**src/design/sdspi_pkg.sv**
```systemverilog
// Shared types and constants for the SD SPI command sequencer.
package sdspi_pkg;

    localparam int unsigned READY_LIMIT_W = 16;
    localparam int unsigned RESP_LIMIT_W  = 8;
    localparam int unsigned CFG_DATA_W    = 16;
    localparam int unsigned POLL_W        = 16;

    localparam logic [READY_LIMIT_W-1:0] READY_LIMIT_RST = 16'd50000;
    localparam logic [RESP_LIMIT_W-1:0]  RESP_LIMIT_RST  = 8'd255;

    // configuration register indexes
    localparam logic CFG_READY_LIMIT = 1'b0;
    localparam logic CFG_RESP_LIMIT  = 1'b1;

    // request kinds
    localparam logic KIND_START = 1'b0;
    localparam logic KIND_BYTE  = 1'b1;

    // command indexes with special handling
    localparam logic [5:0] CMD_GO_IDLE = 6'd0;
    localparam logic [5:0] CMD_IF_COND = 6'd8;
    localparam logic [5:0] CMD_STOP    = 6'd12;
    localparam logic [5:0] CMD_APP     = 6'd55;

    localparam logic [7:0] BYTE_IDLE    = 8'hFF;
    localparam logic [7:0] FRAME_START  = 8'h40;
    localparam logic [7:0] CRC_GO_IDLE  = 8'h95;
    localparam logic [7:0] CRC_IF_COND  = 8'h87;
    localparam logic [7:0] CRC_DEFAULT  = 8'h01;
    localparam logic [2:0] FRAME_BYTES  = 3'd6;

    typedef enum logic [3:0] {
        PH_IDLE,
        PH_DESEL,
        PH_SEL,
        PH_READY,
        PH_TOUT,
        PH_FRAME,
        PH_DISCARD,
        PH_RESP
    } phase_t;

    typedef struct packed {
        logic       tx_valid;
        logic [7:0] tx_byte;
        logic       chip_select;
        logic       done_res;
        logic [7:0] response;
    } result_t;

endpackage

```
**src/design/sdspi_if.sv**
```systemverilog
// Request and result channel interfaces for the SD SPI command sequencer.
interface sdspi_cmd_if;
    logic        valid;
    logic        ready;
    logic        kind;
    logic [5:0]  command_index;
    logic        app_command;
    logic [31:0] argument;
    logic [7:0]  rx_byte;

    modport source (output valid, kind, command_index, app_command, argument, rx_byte,
                    input ready);
    modport sink   (input valid, kind, command_index, app_command, argument, rx_byte,
                    output ready);
endinterface

interface sdspi_rsp_if;
    logic       valid;
    logic       ready;
    logic       tx_valid;
    logic [7:0] tx_byte;
    logic       chip_select;
    logic       done_res;
    logic [7:0] response;

    modport source (output valid, tx_valid, tx_byte, chip_select, done_res, response,
                    input ready);
    modport sink   (input valid, tx_valid, tx_byte, chip_select, done_res, response,
                    output ready);
endinterface

```
**src/design/sd_spi_command_engine.sv**
```systemverilog
// SD card SPI-mode command sequencer, top level.
// The result of an accepted request is registered in the output register.
// One request per cycle unless the output stalls; the FSM steps once per request.
// A request is taken while the held result is being collected in the same cycle.
// Reset (rst_n low, asynchronous): idle, card deselected, output empty,
// ready poll limit 50000, response poll limit 255.
module sd_spi_command_engine (
    input  logic                             clk,
    input  logic                             rst_n,
    input  logic                             cfg_we,
    input  logic                             cfg_index,
    input  logic [sdspi_pkg::CFG_DATA_W-1:0] cfg_data,
    sdspi_cmd_if.sink                        cmd,
    sdspi_rsp_if.source                      rsp
);

    logic               free;
    logic               accept;
    sdspi_pkg::result_t result;

    assign cmd.ready = free;
    assign accept    = cmd.valid && free;

    sdspi_core u_core (
        .clk           (clk),
        .rst_n         (rst_n),
        .cfg_we        (cfg_we),
        .cfg_index     (cfg_index),
        .cfg_data      (cfg_data),
        .step          (accept),
        .kind          (cmd.kind),
        .command_index (cmd.command_index),
        .app_command   (cmd.app_command),
        .argument      (cmd.argument),
        .rx_byte       (cmd.rx_byte),
        .result        (result)
    );

    sdspi_out_reg u_out_reg (
        .clk    (clk),
        .rst_n  (rst_n),
        .load   (accept),
        .result (result),
        .free   (free),
        .rsp    (rsp)
    );

endmodule

```
**src/design/sdspi_core.sv**
```systemverilog
// Command sequencer state machine: one step per accepted request.
module sdspi_core (
    input  logic                                   clk,
    input  logic                                   rst_n,
    input  logic                                   cfg_we,
    input  logic                                   cfg_index,
    input  logic [sdspi_pkg::CFG_DATA_W-1:0]       cfg_data,
    input  logic                                   step,
    input  logic                                   kind,
    input  logic [5:0]                             command_index,
    input  logic                                   app_command,
    input  logic [31:0]                            argument,
    input  logic [7:0]                             rx_byte,
    output sdspi_pkg::result_t                     result
);

    logic [sdspi_pkg::READY_LIMIT_W-1:0] ready_limit_reg;
    logic [sdspi_pkg::RESP_LIMIT_W-1:0]  resp_limit_reg;

    sdspi_pkg::phase_t           phase_reg, phase_next;
    logic [2:0]                  byte_count_reg, byte_count_next;
    logic [sdspi_pkg::POLL_W-1:0] poll_count_reg, poll_count_next;
    logic [5:0]                  active_index_reg, active_index_next;
    logic [5:0]                  main_index_reg, main_index_next;
    logic                        main_pending_reg, main_pending_next;
    logic [31:0]                 argument_hold_reg, argument_hold_next;
    logic                        select_reg, select_next;

    function automatic logic [7:0] frame_byte(input logic [2:0] k, input logic [5:0] idx,
                                              input logic [31:0] arg_in, input logic pend);
        logic [31:0] arg;
        logic [7:0]  b;
        arg = pend ? 32'd0 : arg_in;
        case (k)
            3'd0: b = sdspi_pkg::FRAME_START | {2'b00, idx};
            3'd1: b = arg[31:24];
            3'd2: b = arg[23:16];
            3'd3: b = arg[15:8];
            3'd4: b = arg[7:0];
            default:
            begin
                if (idx == sdspi_pkg::CMD_GO_IDLE)
                    b = sdspi_pkg::CRC_GO_IDLE;
                else if (idx == sdspi_pkg::CMD_IF_COND)
                    b = sdspi_pkg::CRC_IF_COND;
                else
                    b = sdspi_pkg::CRC_DEFAULT;
            end
        endcase
        return b;
    endfunction

    always_ff @(posedge clk or negedge rst_n)
    begin
        if (!rst_n)
        begin
            ready_limit_reg <= sdspi_pkg::READY_LIMIT_RST;
            resp_limit_reg  <= sdspi_pkg::RESP_LIMIT_RST;
        end
        else if (cfg_we)
        begin
            if (cfg_index == sdspi_pkg::CFG_READY_LIMIT)
                ready_limit_reg <= cfg_data[sdspi_pkg::READY_LIMIT_W-1:0];
            else
                resp_limit_reg <= cfg_data[sdspi_pkg::RESP_LIMIT_W-1:0];
        end
    end

    always_ff @(posedge clk or negedge rst_n)
    begin
        if (!rst_n)
        begin
            phase_reg         <= sdspi_pkg::PH_IDLE;
            byte_count_reg    <= '0;
            poll_count_reg    <= '0;
            active_index_reg  <= '0;
            main_index_reg    <= '0;
            main_pending_reg  <= 1'b0;
            argument_hold_reg <= '0;
            select_reg        <= 1'b0;
        end
        else if (step)
        begin
            phase_reg         <= phase_next;
            byte_count_reg    <= byte_count_next;
            poll_count_reg    <= poll_count_next;
            active_index_reg  <= active_index_next;
            main_index_reg    <= main_index_next;
            main_pending_reg  <= main_pending_next;
            argument_hold_reg <= argument_hold_next;
            select_reg        <= select_next;
        end
    end

    always_comb
    begin
        logic                         do_begin;
        logic [5:0]                   begin_idx;
        logic                         do_finish;
        logic [7:0]                   fin_res;
        logic [2:0]                   bc_inc;
        logic [sdspi_pkg::POLL_W-1:0] pc_dec;
        logic                         tx_v;
        logic [7:0]                   tx_b;
        logic                         done;
        logic [7:0]                   resp;

        phase_next         = phase_reg;
        byte_count_next    = byte_count_reg;
        poll_count_next    = poll_count_reg;
        active_index_next  = active_index_reg;
        main_index_next    = main_index_reg;
        main_pending_next  = main_pending_reg;
        argument_hold_next = argument_hold_reg;
        select_next        = select_reg;

        do_begin  = 1'b0;
        begin_idx = '0;
        do_finish = 1'b0;
        fin_res   = '0;
        tx_v      = 1'b0;
        tx_b      = '0;
        done      = 1'b0;
        resp      = '0;
        bc_inc    = byte_count_reg + 3'd1;
        pc_dec    = (poll_count_reg != '0) ? poll_count_reg - 1'b1 : poll_count_reg;

        if (kind == sdspi_pkg::KIND_START)
        begin
            main_index_next    = command_index;
            main_pending_next  = app_command;
            argument_hold_next = argument;
            do_begin           = 1'b1;
            begin_idx          = app_command ? sdspi_pkg::CMD_APP : command_index;
        end
        else
        begin
            unique case (phase_reg)
                sdspi_pkg::PH_DESEL:
                begin
                    select_next = 1'b1;
                    phase_next  = sdspi_pkg::PH_SEL;
                    tx_v        = 1'b1;
                    tx_b        = sdspi_pkg::BYTE_IDLE;
                end
                sdspi_pkg::PH_SEL:
                begin
                    phase_next      = sdspi_pkg::PH_READY;
                    poll_count_next = ready_limit_reg;
                    tx_v            = 1'b1;
                    tx_b            = sdspi_pkg::BYTE_IDLE;
                end
                sdspi_pkg::PH_READY:
                begin
                    tx_v = 1'b1;
                    if (rx_byte == sdspi_pkg::BYTE_IDLE)
                    begin
                        phase_next      = sdspi_pkg::PH_FRAME;
                        byte_count_next = '0;
                        tx_b            = frame_byte(3'd0, active_index_reg,
                                                     argument_hold_reg, main_pending_reg);
                    end
                    else if (poll_count_reg != '0)
                    begin
                        poll_count_next = pc_dec;
                        tx_b            = sdspi_pkg::BYTE_IDLE;
                    end
                    else
                    begin
                        select_next = 1'b0;
                        phase_next  = sdspi_pkg::PH_TOUT;
                        tx_b        = sdspi_pkg::BYTE_IDLE;
                    end
                end
                sdspi_pkg::PH_TOUT:
                begin
                    do_finish = 1'b1;
                    fin_res   = sdspi_pkg::BYTE_IDLE;
                end
                sdspi_pkg::PH_FRAME:
                begin
                    byte_count_next = bc_inc;
                    tx_v            = 1'b1;
                    if (bc_inc < sdspi_pkg::FRAME_BYTES)
                        tx_b = frame_byte(bc_inc, active_index_reg,
                                          argument_hold_reg, main_pending_reg);
                    else if (active_index_reg == sdspi_pkg::CMD_STOP)
                    begin
                        phase_next = sdspi_pkg::PH_DISCARD;
                        tx_b       = sdspi_pkg::BYTE_IDLE;
                    end
                    else
                    begin
                        // zero limit counts as 256 polls
                        phase_next      = sdspi_pkg::PH_RESP;
                        poll_count_next = (resp_limit_reg != '0)
                                        ? sdspi_pkg::POLL_W'(resp_limit_reg)
                                        : sdspi_pkg::POLL_W'(256);
                        tx_b            = sdspi_pkg::BYTE_IDLE;
                    end
                end
                sdspi_pkg::PH_DISCARD:
                begin
                    phase_next      = sdspi_pkg::PH_RESP;
                    poll_count_next = (resp_limit_reg != '0)
                                    ? sdspi_pkg::POLL_W'(resp_limit_reg)
                                    : sdspi_pkg::POLL_W'(256);
                    tx_v            = 1'b1;
                    tx_b            = sdspi_pkg::BYTE_IDLE;
                end
                sdspi_pkg::PH_RESP:
                begin
                    poll_count_next = pc_dec;
                    if (rx_byte[7] && (pc_dec != '0))
                    begin
                        tx_v = 1'b1;
                        tx_b = sdspi_pkg::BYTE_IDLE;
                    end
                    else
                    begin
                        do_finish = 1'b1;
                        fin_res   = rx_byte;
                    end
                end
                default:
                begin
                    tx_v = 1'b0;
                end
            endcase
        end

        // CMD55 answered 0 or 1: go on with the main command
        if (do_finish)
        begin
            main_pending_next = 1'b0;
            if (main_pending_reg && (fin_res <= 8'd1))
            begin
                do_begin  = 1'b1;
                begin_idx = main_index_reg;
            end
            else
            begin
                phase_next = sdspi_pkg::PH_IDLE;
                done       = 1'b1;
                resp       = fin_res;
            end
        end

        if (do_begin)
        begin
            active_index_next = begin_idx;
            tx_v              = 1'b1;
            if (begin_idx == sdspi_pkg::CMD_STOP)
            begin
                phase_next      = sdspi_pkg::PH_FRAME;
                byte_count_next = '0;
                tx_b            = sdspi_pkg::FRAME_START | {2'b00, begin_idx};
            end
            else
            begin
                phase_next  = sdspi_pkg::PH_DESEL;
                select_next = 1'b0;
                tx_b        = sdspi_pkg::BYTE_IDLE;
            end
        end

        result.tx_valid    = tx_v;
        result.tx_byte     = tx_b;
        result.chip_select = select_next;
        result.done_res    = done;
        result.response    = resp;
    end

endmodule

```
**src/design/sdspi_out_reg.sv**
```systemverilog
// Result register driving the result channel.
module sdspi_out_reg (
    input  logic               clk,
    input  logic               rst_n,
    input  logic               load,
    input  sdspi_pkg::result_t result,
    output logic               free,
    sdspi_rsp_if.source        rsp
);

    logic               valid_reg;
    sdspi_pkg::result_t data_reg;

    assign free = !valid_reg || rsp.ready;

    always_ff @(posedge clk or negedge rst_n)
    begin
        if (!rst_n)
            valid_reg <= 1'b0;
        else if (free)
            valid_reg <= load;
    end

    always_ff @(posedge clk)
    begin
        if (load)
            data_reg <= result;
    end

    assign rsp.valid       = valid_reg;
    assign rsp.tx_valid    = data_reg.tx_valid;
    assign rsp.tx_byte     = data_reg.tx_byte;
    assign rsp.chip_select = data_reg.chip_select;
    assign rsp.done_res    = data_reg.done_res;
    assign rsp.response    = data_reg.response;

endmodule

```
**src/flat_wrapper.sv**
```systemverilog
// flat-port wrapper written by rule: the top's interface ports become plain ports
module sd_spi_command_engine_flat 
  (clk, rst_n, cfg_we, cfg_index, cfg_data, cmd_valid, cmd_kind, cmd_command_index, cmd_app_command, cmd_argument, cmd_rx_byte, cmd_ready, rsp_valid, rsp_tx_valid, rsp_tx_byte, rsp_chip_select, rsp_done_res, rsp_response, rsp_ready);
  sdspi_cmd_if cmd_i ();
  sdspi_rsp_if rsp_i ();
  input  logic clk;
  input  logic rst_n;
  input  logic cfg_we;
  input  logic cfg_index;
  input  logic [sdspi_pkg::CFG_DATA_W-1:0] cfg_data;
  input wire logic [$bits(cmd_i.valid)-1:0] cmd_valid;
  input wire logic [$bits(cmd_i.kind)-1:0] cmd_kind;
  input wire logic [$bits(cmd_i.command_index)-1:0] cmd_command_index;
  input wire logic [$bits(cmd_i.app_command)-1:0] cmd_app_command;
  input wire logic [$bits(cmd_i.argument)-1:0] cmd_argument;
  input wire logic [$bits(cmd_i.rx_byte)-1:0] cmd_rx_byte;
  output wire logic [$bits(cmd_i.ready)-1:0] cmd_ready;
  output wire logic [$bits(rsp_i.valid)-1:0] rsp_valid;
  output wire logic [$bits(rsp_i.tx_valid)-1:0] rsp_tx_valid;
  output wire logic [$bits(rsp_i.tx_byte)-1:0] rsp_tx_byte;
  output wire logic [$bits(rsp_i.chip_select)-1:0] rsp_chip_select;
  output wire logic [$bits(rsp_i.done_res)-1:0] rsp_done_res;
  output wire logic [$bits(rsp_i.response)-1:0] rsp_response;
  input wire logic [$bits(rsp_i.ready)-1:0] rsp_ready;
  assign cmd_i.valid = cmd_valid;
  assign cmd_i.kind = cmd_kind;
  assign cmd_i.command_index = cmd_command_index;
  assign cmd_i.app_command = cmd_app_command;
  assign cmd_i.argument = cmd_argument;
  assign cmd_i.rx_byte = cmd_rx_byte;
  assign cmd_ready = cmd_i.ready;
  assign rsp_valid = rsp_i.valid;
  assign rsp_tx_valid = rsp_i.tx_valid;
  assign rsp_tx_byte = rsp_i.tx_byte;
  assign rsp_chip_select = rsp_i.chip_select;
  assign rsp_done_res = rsp_i.done_res;
  assign rsp_response = rsp_i.response;
  assign rsp_i.ready = rsp_ready;
  sd_spi_command_engine u_core (.clk(clk), .rst_n(rst_n), .cfg_we(cfg_we), .cfg_index(cfg_index), .cfg_data(cfg_data), .cmd(cmd_i), .rsp(rsp_i));
endmodule
```
**config.mk**
```make
export PLATFORM = sky130hd
export DESIGN_NAME = sd_spi_command_engine_flat
export DESIGN_NICKNAME = d
export VERILOG_FILES = /design/src/design/sdspi_pkg.sv /design/src/design/sdspi_if.sv /design/src/design/sd_spi_command_engine.sv /design/src/design/sdspi_core.sv /design/src/design/sdspi_out_reg.sv /design/src/flat_wrapper.sv
export SDC_FILE = /design/constraint.sdc
export NUM_CORES = 1
export LEC_CHECK = 0
export BUFFER_PORTS_ARGS = -buffer_cell sky130_fd_sc_hd__clkbuf_2
export CORE_MARGIN = 3
export CORE_UTILIZATION = 53
export CTS_BUF_LIST = sky130_fd_sc_hd__clkbuf_8 sky130_fd_sc_hd__clkbuf_16
export CTS_CLUSTER_SIZE = 24
export DETAILED_ROUTE_END_ITERATION = 10
export PLACE_DENSITY = 0.75
export SLEW_MARGIN = 0
export SYNTH_ARGS = -nofsm -noshare
export SYNTH_HDL_FRONTEND = slang
export SYNTH_SLANG_ARGS = --single-unit
```
**constraint.sdc**
```tcl
create_clock -name clk -period 3 [get_ports clk]
set_clock_uncertainty 0.05 [all_clocks]
set_input_delay 0.3 -clock clk [delete_from_list [all_inputs] [get_ports clk]]
set_output_delay 0.3 -clock clk [all_outputs]
set_load 0.03 [all_outputs]
```
==> flow_metrics.tcl <==
set metrics [dict create \
    layout_common_cells "89 x sky130_fd_sc_hd__clkbuf_2, 80 x sky130_fd_sc_hd__dfrtp_1, 62 x sky130_fd_sc_hd__mux2_2" \
    drtPass1Iterations 5 \
    synth.lib_cells_used.distinct 80 \
    drc_errors 0 \
    outcome "completed" \
    postSynthAreaPerCell_um2 10.3 \
    syn-num-nets 670 \
    cts_tree "yes" \
    grt_pass1_vias 5248 \
    drt-vias-per-instance 6.23 \
    critPathMaxFanout 6 \
    placement_rows 38 \
    clock_sinks 113 \
    final.period_utilization_pct 93.2 \
    nets 767 \
    finalWeightedCongestion 0.966 \
    worstSkewPairLatency_ns 0.43 \
    finalWorstSetupSlack_ns 0.204 \
    worst_setup_path_start_kind "flip-flop" \
    floorplan.initialDensity_pct 55.3 \
    largest_register_ffs 32 \
    max_freq_mhz 358 \
    antenna_violating_nets_post_route 0 \
    max_cap_violations 0 \
    post_synth_inst_count 594 \
    wire_length_of_the_first_global_routing_pass_um 26400 \
    synth_enable_flop_cells 19 \
    routed_wl_um 16100 \
    timing.final.setup_violations 0 \
    chipWidth_um 114 \
    cts_max_level 4 \
    clock-root-buffer "sky130_fd_sc_hd__clkbuf_16" \
    cts_buffer_depth 2 \
    place_ws_ns 0.186 \
    ir_drop_uv 574 \
    antennaDiodeCount 0 \
    drt-wirelength-per-cell_um 19.1 \
    clkSlewWorstSetupHoldPaths_ns 0.05 \
    p_leak_nw 3.05 \
    buffer_ports.inserted 90 \
    tightestPinTransition_ns 0.634 \
    synth.yosys.seq_area_share_pct 48.0 \
    synth_seq_cells 113 \
    finalMaxSlewViolations 0 \
    fp.dieArea_um2 12900 \
    grt_overflow_total 0 \
    antenna_found_initial 0 \
    grt_setup_unrepaired "false" \
    num_vias 5259 \
    critPathCaptureType "flip-flop" \
    arrival_ns 2.89 \
    finalCriticalPeriod_ns 2.80 \
    design.core.area_um2 11100 \
    final.fill_count 873 \
    timing.setup.critical_path_class "reg2reg" \
    drt_iter0_drc 494 \
    die-height_um 114 \
    maximum_number_of_pins_on_one_net_before_global_route_repair 61 \
    cts-buffers-inserted 17 \
    syn2layout_area_growth_pct 20.3 \
    worst_hold_path_type "in2reg" \
    critical_path_required_ns 3.10 \
    number_of_top_level_pins 91 \
    layout.cells.most_common "sky130_fd_sc_hd__clkbuf_2" \
    grt_usage_pct 26.1 \
    drive_above_1_share_pct 33.9 \
    finalHoldViolations 0 \
    yosys_warnings 0 \
    hpwl_um 11600 \
    totalNegativeSetupSlack_ns 0 \
    postSynth.asyncResetShare_pct 83.2 \
    synthesis.area_um2 6130 \
    maxSlewHeadroom_pct 57.3 \
    cellPowerDensity_nw_per_um2 834 \
    dominantRegCellSynth "sky130_fd_sc_hd__dfrtp_1" \
]
## critical path, stage by stage (launching register included)
cell	delay [ns]
sky130_fd_sc_hd__dfrtp_1	0.43
sky130_fd_sc_hd__inv_1	0.12
sky130_fd_sc_hd__ha_1	0.22
sky130_fd_sc_hd__or3b_1	0.43
sky130_fd_sc_hd__nor4_1	0.28
sky130_fd_sc_hd__nor3_1	0.11
sky130_fd_sc_hd__nor3_1	0.15
sky130_fd_sc_hd__nand4b_1	0.27
sky130_fd_sc_hd__a221oi_1	0.34
sky130_fd_sc_hd__o21bai_1	0.11
## cell usage after synthesis (8+ instances only)
cell type                  instances  area, um2
sky130_fd_sc_hd__dfrtp_1          80       2000
sky130_fd_sc_hd__mux2_2           62        698
sky130_fd_sc_hd__nor2_1           51        191
sky130_fd_sc_hd__o21ai_0          46        230
sky130_fd_sc_hd__nand2_1          38        143
sky130_fd_sc_hd__a21oi_1          35        175
sky130_fd_sc_hd__clkbuf_1         27        101
sky130_fd_sc_hd__edfxtp_1         19        571
sky130_fd_sc_hd__nand3_1          19       95.1
sky130_fd_sc_hd__dfstp_2          14        368
sky130_fd_sc_hd__inv_1            14       52.6
sky130_fd_sc_hd__o22ai_1          13       81.3
sky130_fd_sc_hd__nor3_1           12       60.1
sky130_fd_sc_hd__a222oi_1          8       80.1
sky130_fd_sc_hd__nand4_1           8       50.1
sky130_fd_sc_hd__nor2b_1           8       50.1
sky130_fd_sc_hd__o21ai_1           8       40.0
## timing repair
| item | CTS | global route |
|---|---|---|
| setup endpoints to repair | 0 | 1 |
| hold endpoints to repair | 34 | 0 |
| setup buffers | 0 | 0 |
| hold buffers | 1 | 0 |
| gates resized for setup | 0 | 1 |
## through the flow
stage                     power (mW)  instance area, um2  hold slack (ns)  utilization (%)  std cells
final                           6.15                7370           0.0557             66.6        844
after floorplan                 3.60                6130          -0.0456                -        594
after global placement          4.15                6790            0.247             61.3        811
after detailed placement        4.20                6790            0.250             61.3        811
after global routing            6.51                7370           0.0498             66.6        844
after CTS                       6.14                7370           0.0417             66.5        844
## area by class of cell
class | instances | area, um2 | area share, %
multi-input combinational | 434 | 3010 | 40.8
sequential | 113 | 2940 | 39.9
timing repair buffer | 110 | 631 | 8.55
clock buffer | 19 | 453 | 6.14
tap | 140 | 175 | 2.38
clock inverter | 13 | 111 | 1.51
inverter | 15 | 56.3 | 0.763
## cell families after synthesis
logic type	count (synthesis)	synth area share (%)
adder cells (fa/ha/maj)	6	1.22
buffers and inverters	47	3.20
AO/OA/AOI/OAI	169	18.2
multiplexers	64	11.7
flip-flops	113	48.0
AND/OR/NAND/NOR	192	17.3
XOR/XNOR	3	0.429
## report_power, final
part           switching, mW  internal, mW  total [mW]  leakage [nW]
Clock                  0.740          1.18        1.92         0.277
Combinational           1.12         0.800        1.92          1.49
Sequential             0.395          1.92        2.31          1.29
Total                   2.25          3.90        6.15          3.05
## per-layer routing
metal	GRT usage (%)	part of all wire, %
met5	0	0
met4	10.5	1.9
met3	6.63	7.1
met2	40.1	47
met1	35.6	44
## path summary, 6_finish.rpt
kind                       cells after the start  slack (ns)                           startpoint                             endpoint
hold / removal                                 2        0.06                     cmd_argument[17]  u_core.u_core.argument_hold_reg[17]
setup / recovery                               9        0.20      u_core.u_core.poll_count_reg[0]      u_core.u_out_reg.rsp.tx_byte[3]
hold reg to reg                                1        0.46  u_core.u_core.argument_hold_reg[24]  u_core.u_core.argument_hold_reg[24]
max in group asynchronous                      3        1.83                                rst_n      u_core.u_core.resp_limit_reg[2]
setup reg to reg                               9        0.20      u_core.u_core.poll_count_reg[0]      u_core.u_out_reg.rsp.tx_byte[3]
min in group asynchronous                      2        0.34                                rst_n     u_core.u_core.poll_count_reg[11]
Note: power is estimated with default switching activity, not from simulation.
